$ cat src/hdl/pvcf_pkg.sv
// ----------------------------------------------------------------------------
// pvcf_pkg
// Shared types and constants for the per-value occurrence cap filter.
// ----------------------------------------------------------------------------
package pvcf_pkg;

    localparam int VAL_W = 32;
    localparam int CNT_W = 8;

    typedef enum logic [1:0] {
        ST_IDLE,
        ST_SCAN,
        ST_UPD
    } t_state;

    // controller to datapath
    typedef struct packed {
        logic load;
        logic scan;
        logic upd;
    } t_dp_cmd;

    // datapath to controller
    typedef struct packed {
        logic empty;
        logic done;
        logic out_free;
    } t_dp_status;

endpackage

$ cat src/hdl/per_value_occurrence_cap_filter_core.sv
// ----------------------------------------------------------------------------
// per_value_occurrence_cap_filter_core
// Passes list elements on while fewer than max_count equal values were kept, and always when the table is full.
// ----------------------------------------------------------------------------
// Each input beat is one list element; one result beat comes back for it with
// the value, a kept flag, the end-of-list echo and a table-full flag. Distinct
// values of the current list live in a single-port table that is searched one
// entry per cycle from the oldest entry, so a new value is read against every
// entry, while the first element of a list meets an empty table and skips the
// search. The search stops at the first match. The table is emptied by
// resetting its fill count after the beat marked last, so no clearing pass is
// needed. The result sits in an output register, so the next element is taken
// while a result still waits; the update of that next element waits for the
// register to be free.
// ----------------------------------------------------------------------------
module per_value_occurrence_cap_filter_core #(
    parameter int DISTINCT_KEYS = 64,
    parameter int VALUE_BITS    = 32
) (
    input  logic                              i_clk,
    input  logic                              i_rst_n,
    input  logic                              i_cfg_wr_en,
    input  logic [pvcf_pkg::CNT_W-1:0]        i_cfg_wr_data,
    input  logic                              i_valid,
    output logic                              o_stall,
    input  logic signed [pvcf_pkg::VAL_W-1:0] i_item_value,
    input  logic                              i_last_item,
    output logic                              o_valid,
    input  logic                              i_stall,
    output logic signed [pvcf_pkg::VAL_W-1:0] o_out_value,
    output logic                              o_kept,
    output logic                              o_out_last,
    output logic                              o_table_full
);
    import pvcf_pkg::*;

    t_dp_cmd    w_cmd;
    t_dp_status w_status;

    pvcf_ctrl u_ctrl (
        .i_clk    (i_clk),
        .i_rst_n  (i_rst_n),
        .i_valid  (i_valid),
        .o_stall  (o_stall),
        .i_status (w_status),
        .o_cmd    (w_cmd)
    );

    pvcf_datapath #(
        .DISTINCT_KEYS (DISTINCT_KEYS),
        .VALUE_BITS    (VALUE_BITS)
    ) u_datapath (
        .i_clk         (i_clk),
        .i_rst_n       (i_rst_n),
        .i_cfg_wr_en   (i_cfg_wr_en),
        .i_cfg_wr_data (i_cfg_wr_data),
        .i_item_value  (i_item_value),
        .i_last_item   (i_last_item),
        .i_cmd         (w_cmd),
        .o_status      (w_status),
        .i_stall       (i_stall),
        .o_valid       (o_valid),
        .o_out_value   (o_out_value),
        .o_kept        (o_kept),
        .o_out_last    (o_out_last),
        .o_table_full  (o_table_full)
    );

endmodule

$ cat src/hdl/pvcf_ctrl.sv
// ----------------------------------------------------------------------------
// pvcf_ctrl
// Sequencer: accept a beat, scan the table unless it is empty, update and hand over the result.
// ----------------------------------------------------------------------------
module pvcf_ctrl (
    input  logic                 i_clk,
    input  logic                 i_rst_n,
    input  logic                 i_valid,
    output logic                 o_stall,
    input  pvcf_pkg::t_dp_status i_status,
    output pvcf_pkg::t_dp_cmd    o_cmd
);
    import pvcf_pkg::*;

    t_state r_state;
    t_state n_state;

    always_ff @(posedge i_clk) begin
        if (!i_rst_n) begin
            r_state <= ST_IDLE;
        end else begin
            r_state <= n_state;
        end
    end

    always_comb begin
        n_state = r_state;
        unique case (r_state)
            ST_IDLE: begin
                if (i_valid) begin
                    // an empty table has nothing to search
                    n_state = i_status.empty ? ST_UPD : ST_SCAN;
                end
            end
            ST_SCAN: begin
                if (i_status.done) begin
                    n_state = ST_UPD;
                end
            end
            ST_UPD: begin
                if (i_status.out_free) begin
                    n_state = ST_IDLE;
                end
            end
            default: n_state = ST_IDLE;
        endcase
    end

    always_comb begin
        o_stall    = 1'b1;
        o_cmd      = '0;
        unique case (r_state)
            ST_IDLE: begin
                o_stall    = 1'b0;
                o_cmd.load = i_valid;
            end
            ST_SCAN: begin
                o_cmd.scan = 1'b1;
            end
            ST_UPD: begin
                o_cmd.upd = i_status.out_free;
            end
            default: begin
                o_stall = 1'b1;
            end
        endcase
    end

endmodule

$ cat src/hdl/pvcf_datapath.sv
// ----------------------------------------------------------------------------
// pvcf_datapath
// Key/count table, linear key search, count update and output register.
// ----------------------------------------------------------------------------
module pvcf_datapath #(
    parameter int DISTINCT_KEYS = 64,
    parameter int VALUE_BITS    = 32
) (
    input  logic                                i_clk,
    input  logic                                i_rst_n,
    input  logic                                i_cfg_wr_en,
    input  logic [pvcf_pkg::CNT_W-1:0]          i_cfg_wr_data,
    input  logic signed [pvcf_pkg::VAL_W-1:0]   i_item_value,
    input  logic                                i_last_item,
    input  pvcf_pkg::t_dp_cmd                   i_cmd,
    output pvcf_pkg::t_dp_status                o_status,
    input  logic                                i_stall,
    output logic                                o_valid,
    output logic signed [pvcf_pkg::VAL_W-1:0]   o_out_value,
    output logic                                o_kept,
    output logic                                o_out_last,
    output logic                                o_table_full
);
    import pvcf_pkg::*;

    localparam int KEY_W = (VALUE_BITS < VAL_W) ? VALUE_BITS : VAL_W;
    localparam int IDX_W = (DISTINCT_KEYS > 1) ? $clog2(DISTINCT_KEYS) : 1;
    localparam int USE_W = $clog2(DISTINCT_KEYS + 1);
    localparam int ENT_W = CNT_W + KEY_W;
    localparam logic [USE_W-1:0] USE_MAX = USE_W'(DISTINCT_KEYS);

    // table word: count above key
    logic [ENT_W-1:0] mem [DISTINCT_KEYS];

    logic [CNT_W-1:0] r_max_count;
    logic signed [VAL_W-1:0] r_value;
    logic [KEY_W-1:0] r_key;
    logic             r_last;
    logic [USE_W-1:0] r_used;
    logic [USE_W-1:0] n_used;
    logic [USE_W-1:0] r_addr;
    logic [IDX_W-1:0] r_rd_idx;
    logic             r_rd_pend;
    logic [ENT_W-1:0] r_rd_data;
    logic             r_found;
    logic [IDX_W-1:0] r_hit_idx;
    logic [CNT_W-1:0] r_hit_cnt;

    logic             r_out_valid;
    logic signed [VAL_W-1:0] r_out_value;
    logic             r_out_kept;
    logic             r_out_last;
    logic             r_out_full;

    logic             w_issue;
    logic [KEY_W-1:0] w_rd_key;
    logic [CNT_W-1:0] w_rd_cnt;
    logic             w_match;
    logic             w_last_ent;
    logic             w_room;
    logic             w_kept;
    logic             w_full;
    logic             w_wr_en;
    logic [IDX_W-1:0] w_wr_idx;
    logic [CNT_W-1:0] w_wr_cnt;
    logic             w_take;

    assign w_issue    = i_cmd.scan && (r_addr < r_used);
    assign w_rd_key   = r_rd_data[KEY_W-1:0];
    assign w_rd_cnt   = r_rd_data[ENT_W-1:KEY_W];
    assign w_match    = r_rd_pend && (w_rd_key == r_key);
    assign w_last_ent = r_rd_pend && (USE_W'(r_rd_idx) == (r_used - USE_W'(1)));
    assign w_room     = r_used < USE_MAX;
    assign w_take     = r_out_valid && !i_stall;

    assign o_status.empty    = (r_used == '0);
    assign o_status.done     = w_match || w_last_ent;
    assign o_status.out_free = !r_out_valid || !i_stall;

    // outcome of the search
    always_comb begin
        w_kept   = 1'b0;
        w_full   = 1'b0;
        w_wr_en  = 1'b0;
        w_wr_idx = r_hit_idx;
        w_wr_cnt = r_hit_cnt + CNT_W'(1);
        priority if (r_found) begin
            // counts stop at the limit
            w_kept  = r_hit_cnt < r_max_count;
            w_wr_en = w_kept;
        end else if (w_room) begin
            w_kept   = (r_max_count != '0);
            w_wr_en  = 1'b1;
            w_wr_idx = r_used[IDX_W-1:0];
            w_wr_cnt = w_kept ? CNT_W'(1) : '0;
        end else begin
            w_kept = 1'b1;
            w_full = 1'b1;
        end
    end

    always_comb begin
        n_used = r_used;
        if (i_cmd.upd) begin
            priority if (r_last) begin
                n_used = '0;
            end else if (!r_found && w_room) begin
                n_used = r_used + USE_W'(1);
            end else begin
                n_used = r_used;
            end
        end
    end

    always_ff @(posedge i_clk) begin
        if (i_cmd.upd && w_wr_en) begin
            mem[w_wr_idx] <= {w_wr_cnt, r_key};
        end
    end

    always_ff @(posedge i_clk) begin
        if (w_issue) begin
            r_rd_data <= mem[r_addr[IDX_W-1:0]];
            r_rd_idx  <= r_addr[IDX_W-1:0];
        end
    end

    always_ff @(posedge i_clk) begin
        if (!i_rst_n) begin
            r_max_count <= CNT_W'(1);
            r_used      <= '0;
            r_addr      <= '0;
            r_rd_pend   <= 1'b0;
            r_found     <= 1'b0;
            r_out_valid <= 1'b0;
        end else begin
            if (i_cfg_wr_en) begin
                r_max_count <= i_cfg_wr_data;
            end
            r_used    <= n_used;
            r_rd_pend <= w_issue;
            if (i_cmd.load) begin
                r_addr  <= '0;
                r_found <= 1'b0;
            end else if (w_issue) begin
                r_addr <= r_addr + USE_W'(1);
            end
            if (i_cmd.scan && w_match) begin
                r_found <= 1'b1;
            end
            if (i_cmd.upd) begin
                r_out_valid <= 1'b1;
            end else if (w_take) begin
                r_out_valid <= 1'b0;
            end
        end
    end

    always_ff @(posedge i_clk) begin
        if (i_cmd.load) begin
            r_value <= i_item_value;
            r_key   <= i_item_value[KEY_W-1:0];
            r_last  <= i_last_item;
        end
        if (i_cmd.scan && w_match) begin
            r_hit_idx <= r_rd_idx;
            r_hit_cnt <= w_rd_cnt;
        end
        if (i_cmd.upd) begin
            r_out_value <= r_value;
            r_out_kept  <= w_kept;
            r_out_last  <= r_last;
            r_out_full  <= w_full;
        end
    end

    assign o_valid      = r_out_valid;
    assign o_out_value  = r_out_value;
    assign o_kept       = r_out_kept;
    assign o_out_last   = r_out_last;
    assign o_table_full = r_out_full;

endmodule

$ cat config.mk
export PLATFORM = sky130hd
export DESIGN_NAME = per_value_occurrence_cap_filter_core
export DESIGN_NICKNAME = d
export VERILOG_FILES = /design/src/hdl/pvcf_pkg.sv /design/src/hdl/per_value_occurrence_cap_filter_core.sv /design/src/hdl/pvcf_ctrl.sv /design/src/hdl/pvcf_datapath.sv
export SDC_FILE = /design/constraint.sdc
export NUM_CORES = 2
export LEC_CHECK = 0
export ABC_AREA = 1
export BUFFER_PORTS_ARGS = -buffer_cell sky130_fd_sc_hd__buf_2
export CAP_MARGIN = 20
export CORE_UTILIZATION = 60
export DETAILED_ROUTE_END_ITERATION = 10
export PLACE_DENSITY = 0.76
export REMOVE_ABC_BUFFERS = 1
export SYNTH_ARGS = -nofsm -noshare
export SYNTH_HDL_FRONTEND = slang
export SYNTH_HIERARCHICAL = 1
export SYNTH_SLANG_ARGS = --single-unit
$ cat constraint.sdc
create_clock -name i_clk -period 13.85 [get_ports i_clk]
set_clock_uncertainty 0.1 [all_clocks]
set_input_delay 2.77 -clock i_clk [delete_from_list [all_inputs] [get_ports i_clk]]
set_output_delay 2.77 -clock i_clk [all_outputs]
set_load 0.005 [all_outputs]
==> flow_metrics.py <==
metrics = {
    "outcome": {
        "status": "finished, final reports clean",
    },
    "timing": {
        "fin_crit_ns": 6.40,
        "rsz0062_at_grt": "false",
        "worst_slack_ns": 7.45,
        "hold_ws_ns": 0.359,
        "finalCritPeriodShare_pct": 46.2,
        "maxSlewViolCount": 0,
        "fin_setup_tns_ns": 0,
        "relSlewSlack_pct": 23.7,
        "fmax_ghz": 0.156,
        "worst_pin_slew_ns": 1.14,
        "hold_viol_final": 0,
        "setup_violations": 0,
    },
    "power": {
        "clkPwrFrac_pct": 38.7,
        "p_sw_mw": 4.58,
        "power_density_nw_per_um2": 148,
        "power.leakage_nw": 47.7,
        "pwr-share-comb_pct": 9.8,
        "total_power_mw": 18.5,
        "irDropWorstVdd_mv": 0.134,
        "swShare_pct": 24.8,
        "p_int_mw": 13.9,
        "p_seq_share_pct": 51.6,
    },
    "setup_path": {
        "r2r_slack_ns": 8.37,
        "crit_type": "in2reg",
        "crit_arrival_ns": 6.91,
        "worstPathCellList": "buf_2 > nand2_1 > and3_2 > buf_4 > inv_1 > nor2_1 > nand3_2 > nor2_4 > buf_16",
        "r2r-end": "u_datapath/r_rd_data[29]$_DFFE_PP_",
        "reg2reg_depth": 15,
        "cp.required_ns": 14.36,
        "slowest_stage": "nand3_2",
        "rr_startpoint": "u_datapath/r_addr[0]$_SDFFE_PP0P_",
        "crit_fanout": 36,
        "critPathMaxStageDelay_ns": 1.00,
        "startpoint_type": "input port",
        "crit_path_end_kind": "flop",
    },
    "yosys": {
        "synth_seq_cells": 2715,
        "synthCells": 10273,
        "synth_area_sq_um": 113000,
        "synth.yosys.seq_area_share_pct": 72.1,
        "yosysWarnings": 6,
        "yosysTopAreaCell": "edfxtp_1",
        "synthTopCellsByCount": "nand2_1, edfxtp_1, nor2_1",
        "synthArstFlopShare_pct": 0,
        "synth_area_leaders": "edfxtp_1, nand2_1, nor2_1",
        "synth_flop_cell": "edfxtp_1",
        "synth.most_common_cell": "nand2_1",
        "synth_cell_types": 37,
        "avgSynthCellArea_sq_um": 11.0,
        "synth_top_area_share_pct": 71.6,
        "synth_edf_count": 2688,
    },
    "clock_network": {
        "ctsHoldBuffers": 0,
        "clock_sinks": 2715,
        "cts_tree": "yes",
        "h-tree-depth": 5,
        "cts.repair.resized": 0,
        "clk_pin_slew_ns": 0.06,
        "post_cts_buffers": 0,
        "clockBufferDepth": 4,
        "clock_latency_ns": 0.93,
        "clock-root-buffer": "clkbuf_16",
        "numCtsBuffers": 286,
    },
    "die": {
        "rows": 158,
        "ioPinCount": 83,
        "start_util_pct": 60.6,
        "die_w_um": 436,
        "core_area_sq_um": 186000,
        "dieArea_sq_um": 190000,
        "die_y_um": 436,
    },
    "place": {
        "dpl.hpwl_mm": 181,
        "post-place-ws_ns": 6.46,
        "dp.cells": 12485,
        "finalWeightedCongestion": 1.02,
        "io_buffers": 82,
        "place_area_sq_um": 116000,
    },
    "route": {
        "drtIter0Drc": 12388,
        "ant_nets": 0,
        "route.vias.total": 77104,
        "finalWirelength_mm": 320,
        "firstDrtPassIters": 8,
        "viasPerCell": 5.94,
        "wl_per_cell_um": 24.7,
        "drc": 0,
    },
    "global_routing": {
        "overflow": 0,
        "grt_start_max_net_pins": 207,
        "grt_first_pass_wirelength_mm": 464,
        "antenna_found_initial": 17,
        "grt_pass1_vias": 73248,
        "grt_usage_pct": 33.3,
    },
    "hold_path": {
        "hold_end": "u_datapath/o_out_last$_DFFE_PP_",
        "min_from": "u_datapath/r_last$_DFFE_PP_",
        "hold_path_class": "reg2reg",
        "holdPathStages": 0,
    },
    "layout": {
        "final_util_pct": 67.1,
        "fillers": 13005,
        "layout.nets": 10363,
        "final_area_sq_um": 125000,
        "final-seq-area_sq_um": 81300,
        "drive_gt1_share_pct": 7.12,
        "areaGrowthSynthToFinish_pct": 10.6,
        "multiInputGateArea_sq_um": 26300,
        "stdcell_count": 12981,
    },
    "job": {
        "cap_violations": 0,
    },
}
flip-flops by register name, summed over array words and instances (netlist names), 2 cells and up:
name / cells
u_datapath/r_key: 32
u_datapath/o_out_value: 32
u_datapath/r_rd_idx: 6
u_datapath/r_used: 7
u_datapath/r_hit_idx: 6
u_datapath/r_max_count: 8
u_datapath/r_addr: 7
u_ctrl/r_state: 2
u_datapath/r_hit_cnt: 8
u_datapath/r_rd_data: 40
u_datapath/mem: 2560
kinds of logic after synthesis:
| logic type | Yosys count | share of synthesized area [%] |
|---|---|---|
| AO/OA/AOI/OAI | 856 | 4.00 |
| XOR/XNOR | 21 | 0.163 |
| adder cells (fa/ha/maj) | 18 | 0.200 |
| buffers and inverters | 1431 | 5.13 |
| flip-flops | 2715 | 72.1 |
| AND/OR/NAND/NOR | 5232 | 18.4 |
cells in the final DEF, fill, tap and decap left out, types with 70 or more instances in the layout:
cell and count:
a21oi_1 125, buf_2 82, buf_4 167, clkbuf_16 291, edfxtp_1 2688, inv_1 882
nand2_1 2831, nand3_1 838, nor2_1 1444, nor2_4 70, o211ai_1 79, o21ai_0 575
layer usage:
metal | global-route usage (%) | vias to the layer above | wire (um)
met5 | 0 | - | 50
met4 | 18.4 | 10 | 19500
met3 | 8.94 | 912 | 41400
met2 | 50.4 | 4961 | 144000
met1 | 43.9 | 36875 | 115000
li1 | - | 34346 | -
how the worst max path moves through the flow:
stage	slack, ns	end	start	cells past startpoint
after floorplan	-70.66	u_datapath/r_addr[0]$_SDFFE_PP0P_	u_datapath/r_addr[0]$_SDFFE_PP0P_	9
after global placement	6.35	u_datapath/mem[28][2]$_DFFE_PP_	i_stall	8
after detailed placement	6.46	u_datapath/mem[0][1]$_DFFE_PP_	i_stall	8
after CTS	7.40	u_datapath/mem[49][22]$_DFFE_PP_	i_stall	8
after global routing	7.38	u_datapath/mem[28][27]$_DFFE_PP_	i_stall	9
final	7.45	u_datapath/mem[28][38]$_DFFE_PP_	i_stall	9
worst max-delay path, delay by kind of cell:
| kind | cells | cell delay, ns |
|---|---|---|
| AND/OR/NAND/NOR | 5 | 3.05 |
| buffers and inverters | 4 | 1.03 |
power by group through the flow:
stage | logic (mW) | registers (mW) | clock network (mW)
2_1_floorplan | 0.890 | 9.92 | 0
3_3_place_gp | 1.68 | 9.69 | 0
3_5_place_dp | 1.72 | 9.69 | 0
4_1_cts | 1.73 | 9.52 | 7.17
5_1_grt | 1.88 | 9.53 | 7.47
6_report | 1.81 | 9.52 | 7.14
layout make-up:
class                           count  share of cell area [%]
Antenna cell                        7                  0.0140
Clock buffer                      356                    6.03
Inverter                          896                    2.72
Clock inverter                    127                   0.763
Timing Repair Buffer              273                    1.74
Multi-Input combinational cell   6127                    21.1
Tap cell                         2480                    2.49
Sequential cell                  2715                    65.1
(Power assumes the default switching activity.)
